--- config.mk ---
export PLATFORM = sky130hd
export DESIGN_NAME = asprc_ctrl
export DESIGN_NICKNAME = d
export VERILOG_FILES = /design/src/asprc_pkg.sv /design/src/asprc_ctrl.sv
export SDC_FILE = /design/constraint.sdc
export NUM_CORES = 1
export LEC_CHECK = 0
export BUFFER_PORTS_ARGS = -buffer_cell sky130_fd_sc_hd__buf_2
export CAP_MARGIN = 10
export CORE_AREA = 3 3 40 42
export DETAILED_ROUTE_END_ITERATION = 10
export DIE_AREA = 0 0 43 45
export SLEW_MARGIN = 20
export SYNTH_ARGS = -nofsm -noshare
export SYNTH_HDL_FRONTEND = slang
export SYNTH_SLANG_ARGS = --single-unit
--- constraint.sdc ---
create_clock -name clock -period 2.5 [get_ports clock]
set_clock_uncertainty 0.15 [all_clocks]
set_input_delay 0.125 -clock clock [delete_from_list [all_inputs] [get_ports clock]]
set_output_delay 0.125 -clock clock [all_outputs]
set_load 0.02 [all_outputs]
--- src/asprc_pkg.sv ---
// Types, constants and the quarter-wave sine builder for the phase rotator.
`timescale 1ns / 1ps
`default_nettype none
package asprc_pkg;

   localparam int TRIG_BITS   = 12;
   localparam int QUARTER     = 1024;
   localparam int TRIG_W      = 16;
   localparam int TABLE_DEPTH = 64;
   localparam int INDEX_W     = 6;
   localparam int COUNT_W     = 7;
   localparam int ANT_CNT_W   = 5;
   localparam int MAX_RESULTS = 64;
   localparam int ACC_W       = 56;
   localparam int CSR_ADDR_W  = 5;
   localparam int CSR_DATA_W  = 32;
   localparam logic [63:0] TWO_PI_Q30 = 64'd6746518852;

   localparam logic CMD_SAMPLE      = 1'b0;
   localparam logic CMD_TABLE_WRITE = 1'b1;

   localparam logic [2:0] REG_NUM_ANT_X   = 3'd0;
   localparam logic [2:0] REG_NUM_ANT_Y   = 3'd1;
   localparam logic [2:0] REG_PHASE_MODE  = 3'd2;
   localparam logic [2:0] REG_SPACING_X   = 3'd3;
   localparam logic [2:0] REG_SPACING_Y   = 3'd4;
   localparam logic [2:0] REG_STEER_THETA = 3'd5;
   localparam logic [2:0] REG_STEER_PHI   = 3'd6;

   typedef logic [14:0] qtab_type [0:QUARTER];

   typedef struct packed {
      logic [3:0]  num_ant_x;
      logic [3:0]  num_ant_y;
      logic        phase_mode;
      logic [15:0] spacing_x;
      logic [15:0] spacing_y;
      logic [15:0] steer_theta;
      logic [15:0] steer_phi;
   } cfg_type;

   typedef struct packed {
      logic load;
      logic twrite;
      logic trig_a;
      logic trig_b;
      logic prod;
      logic scale;
      logic phase;
      logic lookup;
      logic mult;
      logic emit;
   } cmd_type;

   typedef struct packed {
      logic out_free;
      logic last_ant;
   } stat_type;

   // Taylor series for sin over the first quarter turn, Q30 fixed point.
   function automatic qtab_type build_quarter();
      qtab_type    tab;
      logic [63:0] x;
      logic [63:0] x2;
      logic [63:0] term;
      logic [63:0] v;
      longint      sum;
      for (int j = 0; j <= QUARTER; j++) begin
         x    = (64'(j) * TWO_PI_Q30) >> TRIG_BITS;
         x2   = (x * x) >> 30;
         term = x;
         sum  = longint'(x);
         term = ((term * x2) >> 30) / 64'd6;
         sum  = sum - longint'(term);
         term = ((term * x2) >> 30) / 64'd20;
         sum  = sum + longint'(term);
         term = ((term * x2) >> 30) / 64'd42;
         sum  = sum - longint'(term);
         term = ((term * x2) >> 30) / 64'd72;
         sum  = sum + longint'(term);
         term = ((term * x2) >> 30) / 64'd110;
         sum  = sum - longint'(term);
         term = ((term * x2) >> 30) / 64'd156;
         sum  = sum + longint'(term);
         if (sum < 0) begin
            sum = 0;
         end
         v = (64'(sum) * 64'd32767 + 64'd536870912) >> 30;
         if (v > 64'd32767) begin
            v = 64'd32767;
         end
         tab[j] = v[14:0];
      end
      return tab;
   endfunction

endpackage
`default_nettype wire

--- src/asprc_ctrl.sv ---
// Controller: sequences angle setup and the per-antenna steps.
`timescale 1ns / 1ps
`default_nettype none
module asprc_ctrl (
   input  wire logic                 clock,
   input  wire logic                 reset,
   input  wire logic                 req_valid,
   input  wire logic                 req_command,
   output logic                      req_ready,
   input  wire asprc_pkg::stat_type  stat,
   output asprc_pkg::cmd_type        cmd
);

   localparam logic [3:0] ST_IDLE   = 4'd0;
   localparam logic [3:0] ST_TRIG_A = 4'd1;
   localparam logic [3:0] ST_TRIG_B = 4'd2;
   localparam logic [3:0] ST_PROD   = 4'd3;
   localparam logic [3:0] ST_SCALE  = 4'd4;
   localparam logic [3:0] ST_PHASE  = 4'd5;
   localparam logic [3:0] ST_LOOKUP = 4'd6;
   localparam logic [3:0] ST_MULT   = 4'd7;
   localparam logic [3:0] ST_EMIT   = 4'd8;

   logic [3:0] state_ff, state_in;

   always_comb begin
      cmd       = '0;
      req_ready = 1'b0;
      state_in  = state_ff;
      unique case (state_ff)
         ST_IDLE: begin
            req_ready  = 1'b1;
            cmd.load   = req_valid && (req_command == asprc_pkg::CMD_SAMPLE);
            cmd.twrite = req_valid && (req_command == asprc_pkg::CMD_TABLE_WRITE);
            if (cmd.load) state_in = ST_TRIG_A;
         end
         ST_TRIG_A: begin
            cmd.trig_a = 1'b1;
            state_in   = ST_TRIG_B;
         end
         ST_TRIG_B: begin
            cmd.trig_b = 1'b1;
            state_in   = ST_PROD;
         end
         ST_PROD: begin
            cmd.prod = 1'b1;
            state_in = ST_SCALE;
         end
         ST_SCALE: begin
            cmd.scale = 1'b1;
            state_in  = ST_PHASE;
         end
         ST_PHASE: begin
            cmd.phase = 1'b1;
            state_in  = ST_LOOKUP;
         end
         ST_LOOKUP: begin
            cmd.lookup = 1'b1;
            state_in   = ST_MULT;
         end
         ST_MULT: begin
            cmd.mult = 1'b1;
            state_in = ST_EMIT;
         end
         ST_EMIT: begin
            if (stat.out_free) begin
               cmd.emit = 1'b1;
               state_in = stat.last_ant ? ST_IDLE : ST_PHASE;
            end
         end
         default: begin
            state_in = ST_IDLE;
         end
      endcase
   end

   always_ff @(posedge clock) begin
      if (reset) begin
         state_ff <= ST_IDLE;
      end else begin
         state_ff <= state_in;
      end
   end

endmodule
`default_nettype wire

==> metrics.md, run 1 <==
| Metric | Value |
|---|---|
| Final period util | `between 70 and 80%` |
| Crit Path Class | `reg -> out` |
| Register bit count reported by yosys | `4` |
| WP buf/inv | `1` |
| Final Hold Fails | `0` |
| Worst slew pin tran | `0.424 ns` |
| RR Startpoint | `state_ff[0]` |
| Final Non-Filler Cells | `~70` |
| Setup TNS | `0 ns` |
| Worst R2R End | `state_ff[0]` |
| CP Launch Type | `flop` |
| I/O pin cnt | `17` |
| Clk sinks | `4` |
| CTS tree | `built` |
| Post-CTS Resized | `0` |
| Worst min-delay path class | `in -> reg` |
| GR Overflow Total | `0` |
| CP startpoint | `state_ff[3]` |
| Worst path slowest cell | `dfxtp_1` |
| CTS clock-pin slew for the worst setup and hold paths | `around 0.040 ns` |
| Largest registers | `state_ff x4` |
| Max Fclk | `roughly 540 MHz` |
| Post-route ant nets | `0` |
| Final setup margin | `roughly 0.66 ns` |
| Share of cells above drive strength 1 | `42.1%` |
| Global-route usage over all layers | `slightly above 10%` |
| Met3 Use GR | `approximately 3.2%` |
| Diode count | `0` |
| Die width | `approximately 43 µm` |
| Maximum clock insertion buffer count | `2` |
| CTS root buffer | `clkbuf_4` |
| Most frequent cells in the layout | `buf_2 (16), nor2_1 (7), nor3_1 (5)` |
| Worst skew pair latency | `between 0.2 and 0.25 ns` |
| Die Footprint | `0.00194 mm²` |
| Initial core utilization | `24.9%` |
| Commonest non-fill, non-tap cell in the layout | `buf_2` |
| Maxcap violations | `0` |
| Count of TritonRoute iterations in the first routing pass | `2` |
| Hold-fix buffers at CTS | `1` |
| Pre-CTS setup slack | `around 0.84 ns` |
| Core ar. | `0.00128 mm²` |
| Fillers | `141` |
| Maximum VDD drop | `about 0.20 mV` |
| Syn Std Cell Area | `between 300 and 400 µm²` |
| CP endpoint kind | `primary output` |
| Leakage | `approximately 0.2 nW` |
| Number of antenna violations at the first check in global routing | `0` |
| WP depth | `3` |
| Post-synth EDFFs | `0` |
| Starting DRT DRC Count | `2` |
| Largest net degree at the start of global routing | `12` |
| Inst Count DP | `between 60 and 70` |
| CP Max Fanout | `10` |
| Critical Path RT | `approximately 2.2 ns` |
| Max reg flops | `4` |
| Setup Fix Bufs, Post-CTS | `0` |
| Register area share after synthesis | `25.0%` |
| Finished Cell Area | `429 µm²` |
| Met2 usage in global routing | `~15%` |
| Min Tclk post-route | `~1.8 ns` |
| GPL Wtd Cong | `between 0.7 and 0.8` |
| Met1 usage | `approximately 11%` |
| Crit path to | `cmd[0]` |
| Global-route wire length before repair | `about 1400 µm` |
| Cell area power density | `~620 mW/mm²` |
| Hold Slack | `between 0.05 and 0.06 ns` |
| Crit path cell chain | `or4b_1 > nor2_1 > buf_2` |
| Synth-to-Final Area Change | `34.0%` |
| Placed Area | `about 400 µm²` |
| RSZ-0062 raised after global routing | `false` |
| Cell Rows | `13` |
| Setup violations, final | `0` |
| CP arrival | `approximately 1.6 ns` |
| Critical path's top delay family | `simple AND/OR/NAND/NOR gates` |
| Syn Inst Count | `41` |
| Post-synth cell types | `20` |
| DP Wirelength | `between 500 and 600 µm` |
| IO buf count | `16` |
| Post-Syn Area per Cell | `between 7 and 8 µm²` |
| Nets | `65` |
| Run status | `finished clean` |
| Post-Syn Nets | `47` |
| CP max stage delay | `about 0.53 ns` |
| WL/cell | `11.1 µm` |
| Top reg by flops | `state_ff` |
| Routed wire length | `797 µm` |
| Number of global-route vias before repair | `around 320` |
| Drc violations | `0` |
| Asr flop ratio synth | `0%` |
| Slew headroom | `about 72%` |
| Final Max Tran Viols | `0` |
| Grt peak-use layer | `met2` |
| R2R cell count | `3` |
| DIE HEIGHT | `45 µm` |
| Vias | `about 330` |
| Top_reg_cell synth | `dfxtp_1` |
| Vias per cell | `about 4.6` |
| CTS H-tree depth | `1` |
| Reg-to-reg slack, setup | `~0.85 ns` |
| Num CTS Buffers | `3` |
| Warning count from the yosys run | `0` |
## per-stage QoR
step / util [%] / total power, mW
6_report: 33.4 / 0.267
5_1_grt: 33.4 / 0.288
4_1_cts: 33.4 / 0.273
3_5_place_dp: 30.9 / 0.186
3_3_place_gp: 30.9 / 0.185
2_1_floorplan: - / 0.159
## cells by family after synthesis
logic type	after synthesis	synth area share, %
AND/OR/NAND/NOR	24	45.7
AO/OA/AOI/OAI	7	18.4
buffers and inverters	5	8.20
flip-flops	4	25.0
XOR/XNOR	1	2.73
## worst register-to-register path, delay by kind of cell (launching register included)
| kind | cells | cell delay, ns |
|---|---|---|
| and+or+nand+nor | 2 | 0.76 |
| DFF | 1 | 0.42 |
| AOI/OAI and AO/OA | 1 | 0.25 |
## synth_stat cells (all sizes together) (2+ instances only)
| library cell | instances | area share (%) |
|---|---|---|
| nor3 | 5 | 7.8 |
| a21oi | 2 | 3.1 |
| nand2 | 2 | 2.3 |
| nand2b | 4 | 7.8 |
| nor2 | 7 | 8.2 |
| dfxtp | 4 | 25 |
| or4b | 2 | 7.4 |
| o21a | 2 | 4.7 |
| clkbuf | 3 | 3.5 |
## power breakdown
part | total [mW] | internal [mW] | switching [mW]
sequential | 0.0921 | 0.0709 | 0.0212
combinational | 0.0929 | 0.0414 | 0.0515
clock | 0.0819 | 0.0538 | 0.0281
## final cells by class
type	count	area (µm²)	share of cell area, %
multi-input combinational	32	214	49.9
timing repair buffer	17	90.1	21.0
sequential	4	80.1	18.7
clock buffer	3	22.5	5.25
tap	15	18.8	4.37
inverter	1	3.75	0.875
## metal layers
| metal | vias to the layer above | wire, µm |
|---|---|---|
| li1 | 176 | - |
| met1 | 145 | 364 |
| met2 | 10 | 358 |
| met3 | 2 | 54 |
| met4 | 0 | 19 |
| met5 | - | 0 |
## how the worst min path moves through the flow
stage	from	cells after the start	end	slack, ns
floorplan	reset	1	state_ff[1]	0.05
global placement	reset	2	state_ff[1]	0.19
detailed placement	reset	2	state_ff[1]	0.20
CTS	stat[0]	3	state_ff[0]	0.05
global route	stat[0]	3	state_ff[0]	0.06
finish	stat[0]	3	state_ff[0]	0.05
(Power assumes the default switching activity.)
==> run 2, diff against run 1 <==
--- a/config.mk
+++ b/config.mk
@@ -5,6 +5,7 @@
 export SDC_FILE = /design/constraint.sdc
 export NUM_CORES = 1
 export LEC_CHECK = 0
+export ABC_AREA = 1
 export BUFFER_PORTS_ARGS = -buffer_cell sky130_fd_sc_hd__buf_2
 export CAP_MARGIN = 10
 export CORE_AREA = 3 3 40 42
==> constraint.sdc (replaced) <==
create_clock -name clock -period 1.9 [get_ports clock]
set_clock_uncertainty 0.15 [all_clocks]
set_input_delay 0.095 -clock clock [delete_from_list [all_inputs] [get_ports clock]]
set_output_delay 0.095 -clock clock [all_outputs]
set_load 0.02 [all_outputs]
==> metrics.md, run 2 <==
| Metric | Value |
|---|---|
| IO buf count | `16` |
| Setup TNS | `0 ns` |
| Diode count | `0` |
| Syn Inst Count | `54` |
| Post-CTS Resized | `0` |
| Num CTS Buffers | `3` |
| Cell Rows | `13` |
| Share of cells above drive strength 1 | `between 30% and 40%` |
| Maximum clock insertion buffer count | `2` |
| Global-route wire length before repair | `1210 µm` |
| Run status | `finished clean` |
| Worst min-delay path class | `in -> reg` |
| Reg-to-reg slack, setup | `0.70 ns` |
| Psw | `between 100 and 150 µW` |
| Register bit count reported by yosys | `4` |
| Flop pwr share | `32.7%` |
| Post-route ant nets | `0` |
| Final Hold Fails | `0` |
| CTS root buffer | `clkbuf_4` |
| Internal power | `between 150 and 200 µW` |
| Critical Path RT | `~1.7 ns` |
| Setup violations, final | `0` |
| Commonest non-fill, non-tap cell in the layout | `buf_2` |
| Die Footprint | `about 0.0019 mm²` |
| Starting DRT DRC Count | `9` |
| Max Fclk | `668 MHz` |
| Slew headroom | `a little over four fifths` |
| Switching Fraction | `a little over a third` |
| Commonest cells in the netlist | `inv_1 (14), nand2_1 (12), nor2_1 (7)` |
| I/O pin cnt | `17` |
| Post-Syn Nets | `60` |
| WL/cell | `around 8.4 µm` |
| Cell area power density | `roughly 700 mW/mm²` |
| Min Tclk post-route | `around 1.5 ns` |
| Post-synth EDFFs | `0` |
| Syn Std Cell Area | `~300 µm²` |
| Register area share after synthesis | `a little over a quarter` |
| Placed Area | `about 390 µm²` |
| Drc violations | `0` |
| Warning count from the yosys run | `0` |
| DIE HEIGHT | `about 45 µm` |
| Final period util | `78.8%` |
| Post-synth cell types | `12` |
| Maxcap violations | `0` |
| Crit Path Class | `reg -> out` |
| Vias | `about 370` |
| Setup Fix Bufs, Post-CTS | `0` |
| Number of antenna violations at the first check in global routing | `0` |
| DP Wirelength | `626 µm` |
| Clk sinks | `4` |
| Top reg by flops | `state_ff` |
| Count leader, synth | `inv_1` |
| CP Max Fanout | `6` |
| GPL Wtd Cong | `~0.74` |
| Leakage | `roughly 0.29 nW` |
| Routed wire length | `between 700 and 800 µm` |
| Clock power share | `34.3%` |
| Final Max Tran Viols | `0` |
| Core Util, Final | `about a third` |
| Most frequent cells in the layout | `buf_2 (16), inv_1 (14), nand2_1 (12)` |
| Synth-to-Final Area Change | `44.5%` |
| Largest registers | `state_ff x4` |
| Logic gate share of total power | `between 30% and 40%` |
| CTS H-tree depth | `1` |
| Global-route usage over all layers | `8.66%` |
| Nets | `around 80` |
| Synth top area cells | `dfxtp_1 (27%), inv_1 (18%), nand2_1 (15%)` |
| CP endpoint kind | `primary output` |
| Area leader, netlist | `dfxtp_1` |
| GR Overflow Total | `0` |
| Max reg flops | `4` |
| Initial core utilization | `about 23%` |
| Fillers | `around 150` |
| Worst skew pair latency | `0.23 ns` |
| Die width | `around 43 µm` |
| Count of TritonRoute iterations in the first routing pass | `4` |
| Top_reg_cell synth | `dfxtp_1` |
| CTS tree | `built` |
| CP arrival | `approximately 1.3 ns` |
| Worst slew pin tran | `around 0.24 ns` |
| RSZ-0062 raised after global routing | `false` |
| CTS clock-pin slew for the worst setup and hold paths | `approximately 0.04 ns` |
| Largest net degree at the start of global routing | `7` |
| Core ar. | `~0.0013 mm²` |
| Post-Syn Area per Cell | `5.47 µm²` |
| CP Launch Type | `flop` |
| Maximum VDD drop | `around 0.38 mV` |
| Number of global-route vias before repair | `~330` |
| Power, Total | `approximately 310 µW` |
| Asr flop ratio synth | `0%` |
| Finished Cell Area | `around 430 µm²` |
| Area share of the largest cell type after synthesis | `27.1%` |
| Vias per cell | `roughly 4` |
[run 2: metal layers]
layer  track usage, %  up-vias  share of wire [%]
met3             3.98        2                 10
met2             13.2       16                 42
met1             9.16      146                 47
met5                0        -                  0
li1                 -      201                  -
met4             7.23        0               0.93
[run 2: through the flow]
step	hold slack, ns	setup WS (ns)	std cells
finish	0.0345	0.402	89
global route	0.0658	0.285	89
CTS	0.0239	0.388	89
detailed placement	0.157	0.646	85
global placement	0.154	0.605	85
floorplan	0.0141	0.436	54
[run 2: layout make-up]
cell class              count  area [µm²]  area share (%)
repair buffers             17        90.1            21.1
multi-input cells          35         159            37.2
inverters                  15        56.3            13.2
flip-flops and latches      4        80.1            18.8
clock buffers               3        22.5            5.28
well taps                  15        18.8            4.40
[run 2: what timing repair did]
action	in CTS	in global routing
hold buffers	1	0
endpoints found under the setup margin	0	0
hold endpoints to repair	4	0
[run 2: worst max-delay path, stage by stage (launching register included)]
cell     delay, ns
dfxtp_1       0.34
nor2_2        0.23
inv_1         0.09
nor4_1        0.16
buf_2         0.21
[run 2: worst paths after layout]
check | from | endpoint | depth (start not counted)
worst max-delay path | state_ff[0] | cmd[0] | 4
worst min-delay path | stat[1] | state_ff[3] | 4
worst max register to register | state_ff[0] | state_ff[2] | 6
worst min register to register | state_ff[3] | state_ff[1] | 1
[run 2: cell families (layout without fill, tap and decap cells)]
group,after synthesis,after routing,share of synthesized area (%)
AOI/OAI and AO/OA,3,3,5.08
and+or+nand+nor,32,32,48.7
buffers and inverters,15,35,19.1
DFF,4,4,27.1
[run 2: power groups by stage]
stage,clock network (mW),registers [mW],logic (mW)
4_1_cts,0.110,0.100,0.102
3_5_place_dp,0,0.102,0.100
5_1_grt,0.116,0.101,0.114
3_3_place_gp,0,0.101,0.101
6_report,0.105,0.100,0.101
2_1_floorplan,0,0.0996,0.0702
==> run 3, diff against run 2 <==
==> constraint.sdc (replaced) <==
create_clock -name clock -period 1.2 [get_ports clock]
set_clock_uncertainty 0.15 [all_clocks]
set_input_delay 0.06 -clock clock [delete_from_list [all_inputs] [get_ports clock]]
set_output_delay 0.06 -clock clock [all_outputs]
set_load 0.02 [all_outputs]
==> metrics.md, run 3 (same netlist as run 2, synthesis figures left out) <==
| Metric | Value |
|---|---|
| Run status | `finished, violations left` |
| Failing checks | `setup timing` |
| Final Max Tran Viols | `0` |
| CP endpoint kind | `primary output` |
| Top reg by flops | `state_ff` |
| Nets | `92` |
| Min Tclk post-route | `1.35 ns` |
| Setup violations, final | `14` |
| Final setup margin | `-0.153 ns` |
| Most frequent cells in the layout | `buf_4 (11), buf_6 (9), inv_1 (8)` |
| Vias | `~430` |
| Maximum VDD drop | `between 0.4 and 0.5 mV` |
| Diode count | `0` |
| R2R cell count | `6` |
| Largest net degree at the start of global routing | `6` |
| WL/cell | `10.3 µm` |
| GR Overflow Total | `0` |
| Reg-to-reg slack, setup | `-0.03 ns` |
| CTS root buffer | `clkbuf_4` |
| Largest registers | `state_ff x4` |
| Core Util, Final | `52.1%` |
| CTS tree | `built` |
| Final period util | `113%` |
| Starting DRT DRC Count | `5` |
| FF/Latch Area | `95.1 µm²` |
| RR Startpoint | `state_ff[2]` |
| Number of global-route vias before repair | `415` |
| Number of antenna violations at the first check in global routing | `0` |
| Initial core utilization | `between 20 and 25%` |
| Global-route usage over all layers | `between 10% and 20%` |
| DP Wirelength | `around 630 µm` |
| Global-route wire length before repair | `~1700 µm` |
| Post-route ant nets | `0` |
| CP Launch Type | `flop` |
| DIE HEIGHT | `45 µm` |
| Die Footprint | `0.00194 mm²` |
| Vias per cell | `~4.3` |
| Crit path to | `cmd[0]` |
| Area of the multi-input gates | `250 µm²` |
| Clk sinks | `4` |
| Final Hold Fails | `0` |
| Share of cells above drive strength 1 | `a little over two thirds` |
| Worst slew pin tran | `roughly 0.23 ns` |
| Core ar. | `about 0.0013 mm²` |
| Max reg flops | `4` |
| RSZ-0062 raised after global routing | `true` |
| Worst skew pair latency | `~0.24 ns` |
| Drc violations | `0` |
| Num CTS Buffers | `3` |
| CP Max Fanout | `5` |
| Count of TritonRoute iterations in the first routing pass | `2` |
| CP arrival | `1.14 ns` |
| Worst R2R End | `state_ff[3]` |
| Max Fclk | `approximately 740 MHz` |
| Maximum clock insertion buffer count | `2` |
| CP startpoint | `state_ff[2]` |
| Cell Rows | `13` |
| Slew headroom | `84.8%` |
| CTS H-tree depth | `1` |
| Crit Path Class | `reg -> out` |
| IO buf count | `16` |
| I/O pin cnt | `17` |
| Leakage | `~0.35 nW` |
| Maxcap violations | `0` |
| GPL Wtd Cong | `approximately 0.80` |
| Routed wire length | `a little over 1000 µm` |
| Cell area power density | `about 900 mW/mm²` |
| Synth-to-Final Area Change | `127%` |
| Fillers | `roughly 130` |
| Critical Path RT | `roughly 0.99 ns` |
| Power, Total | `around 600 µW` |
| CTS clock-pin slew for the worst setup and hold paths | `approximately 0.040 ns` |
| Worst min-delay path class | `in -> reg` |
| Die width | `about 43 µm` |
| Commonest non-fill, non-tap cell in the layout | `buf_4` |
==> run 3: changes by cell type in the layout (fill, tap and decap cells not counted), moves of 5 or more <==
cell	change
inv_1	-6
buf_2	-10
nand2_1	-5
inv_2	+5
buf_4	+11
buf_6	+9
nand2_2	+5
==> run 3: critical path, cell delays in order, from the launching register on <==
cell	delay [ns]
dfxtp_4	0.37
buf_6	0.12
nor4_4	0.24
buf_4	0.17
==> run 3: how the worst min path moves through the flow <==
| stage | from | to | slack (ns) | cells after the start |
|---|---|---|---|---|
| global route | stat[0] | state_ff[0] | 0.11 | 6 |
| floorplan | reset | state_ff[3] | -0.02 | 1 |
| finish | stat[0] | state_ff[0] | 0.08 | 6 |
| global placement | reset | state_ff[3] | 0.12 | 2 |
| detailed placement | reset | state_ff[3] | 0.12 | 2 |
| CTS | stat[1] | state_ff[3] | 0.06 | 5 |
==> run 3: layer usage <==
metal	part of all wire (%)	GRT usage (%)	vias up
met2	53	21.0	16
li1	-	-	225
met3	9.2	5.58	0
met5	0	0	-
met1	38	12.0	188
met4	0	3.61	0
==> run 3: timing repair <==
item,4_1_cts,5_1_grt
setup buffers,6,1
pin swaps,0,5
endpoints found under the setup margin,11,14
hold endpoints to repair,4,0
cloned,0,0
hold buffers,1,0
gates resized for setup,24,30
==> run 3: area by class of cell <==
| type | count | share of cell area, % |
|---|---|---|
| timing repair buffer | 27 | 33.5 |
| multi-input combinational | 35 | 37.4 |
| sequential | 4 | 14.2 |
| inverter | 15 | 8.79 |
| tap | 15 | 2.80 |
| clock buffer | 3 | 3.36 |
==> run 3: power breakdown <==
group	total, mW	switching, mW	internal (mW)
Combinational	0.269	0.149	0.119
Clock	0.168	0.0564	0.112
Sequential	0.164	0.0210	0.143
==> run 3: stage by stage <==
step / instances / setup WS (ns) / hold WS (ns) / area [µm²] / TNS (ns)
after floorplan: 54 / -0.0726 / -0.0209 / 302 / -0.212
after global placement: 89 / -0.0102 / 0.121 / 430 / -0.0118
after detailed placement: 89 / -0.00551 / 0.120 / 430 / -0.00551
after CTS: 99 / -0.171 / 0.0613 / 568 / -1.33
after global routing: 99 / -0.196 / 0.110 / 669 / -2.01
final: 99 / -0.153 / 0.0828 / 669 / -1.18
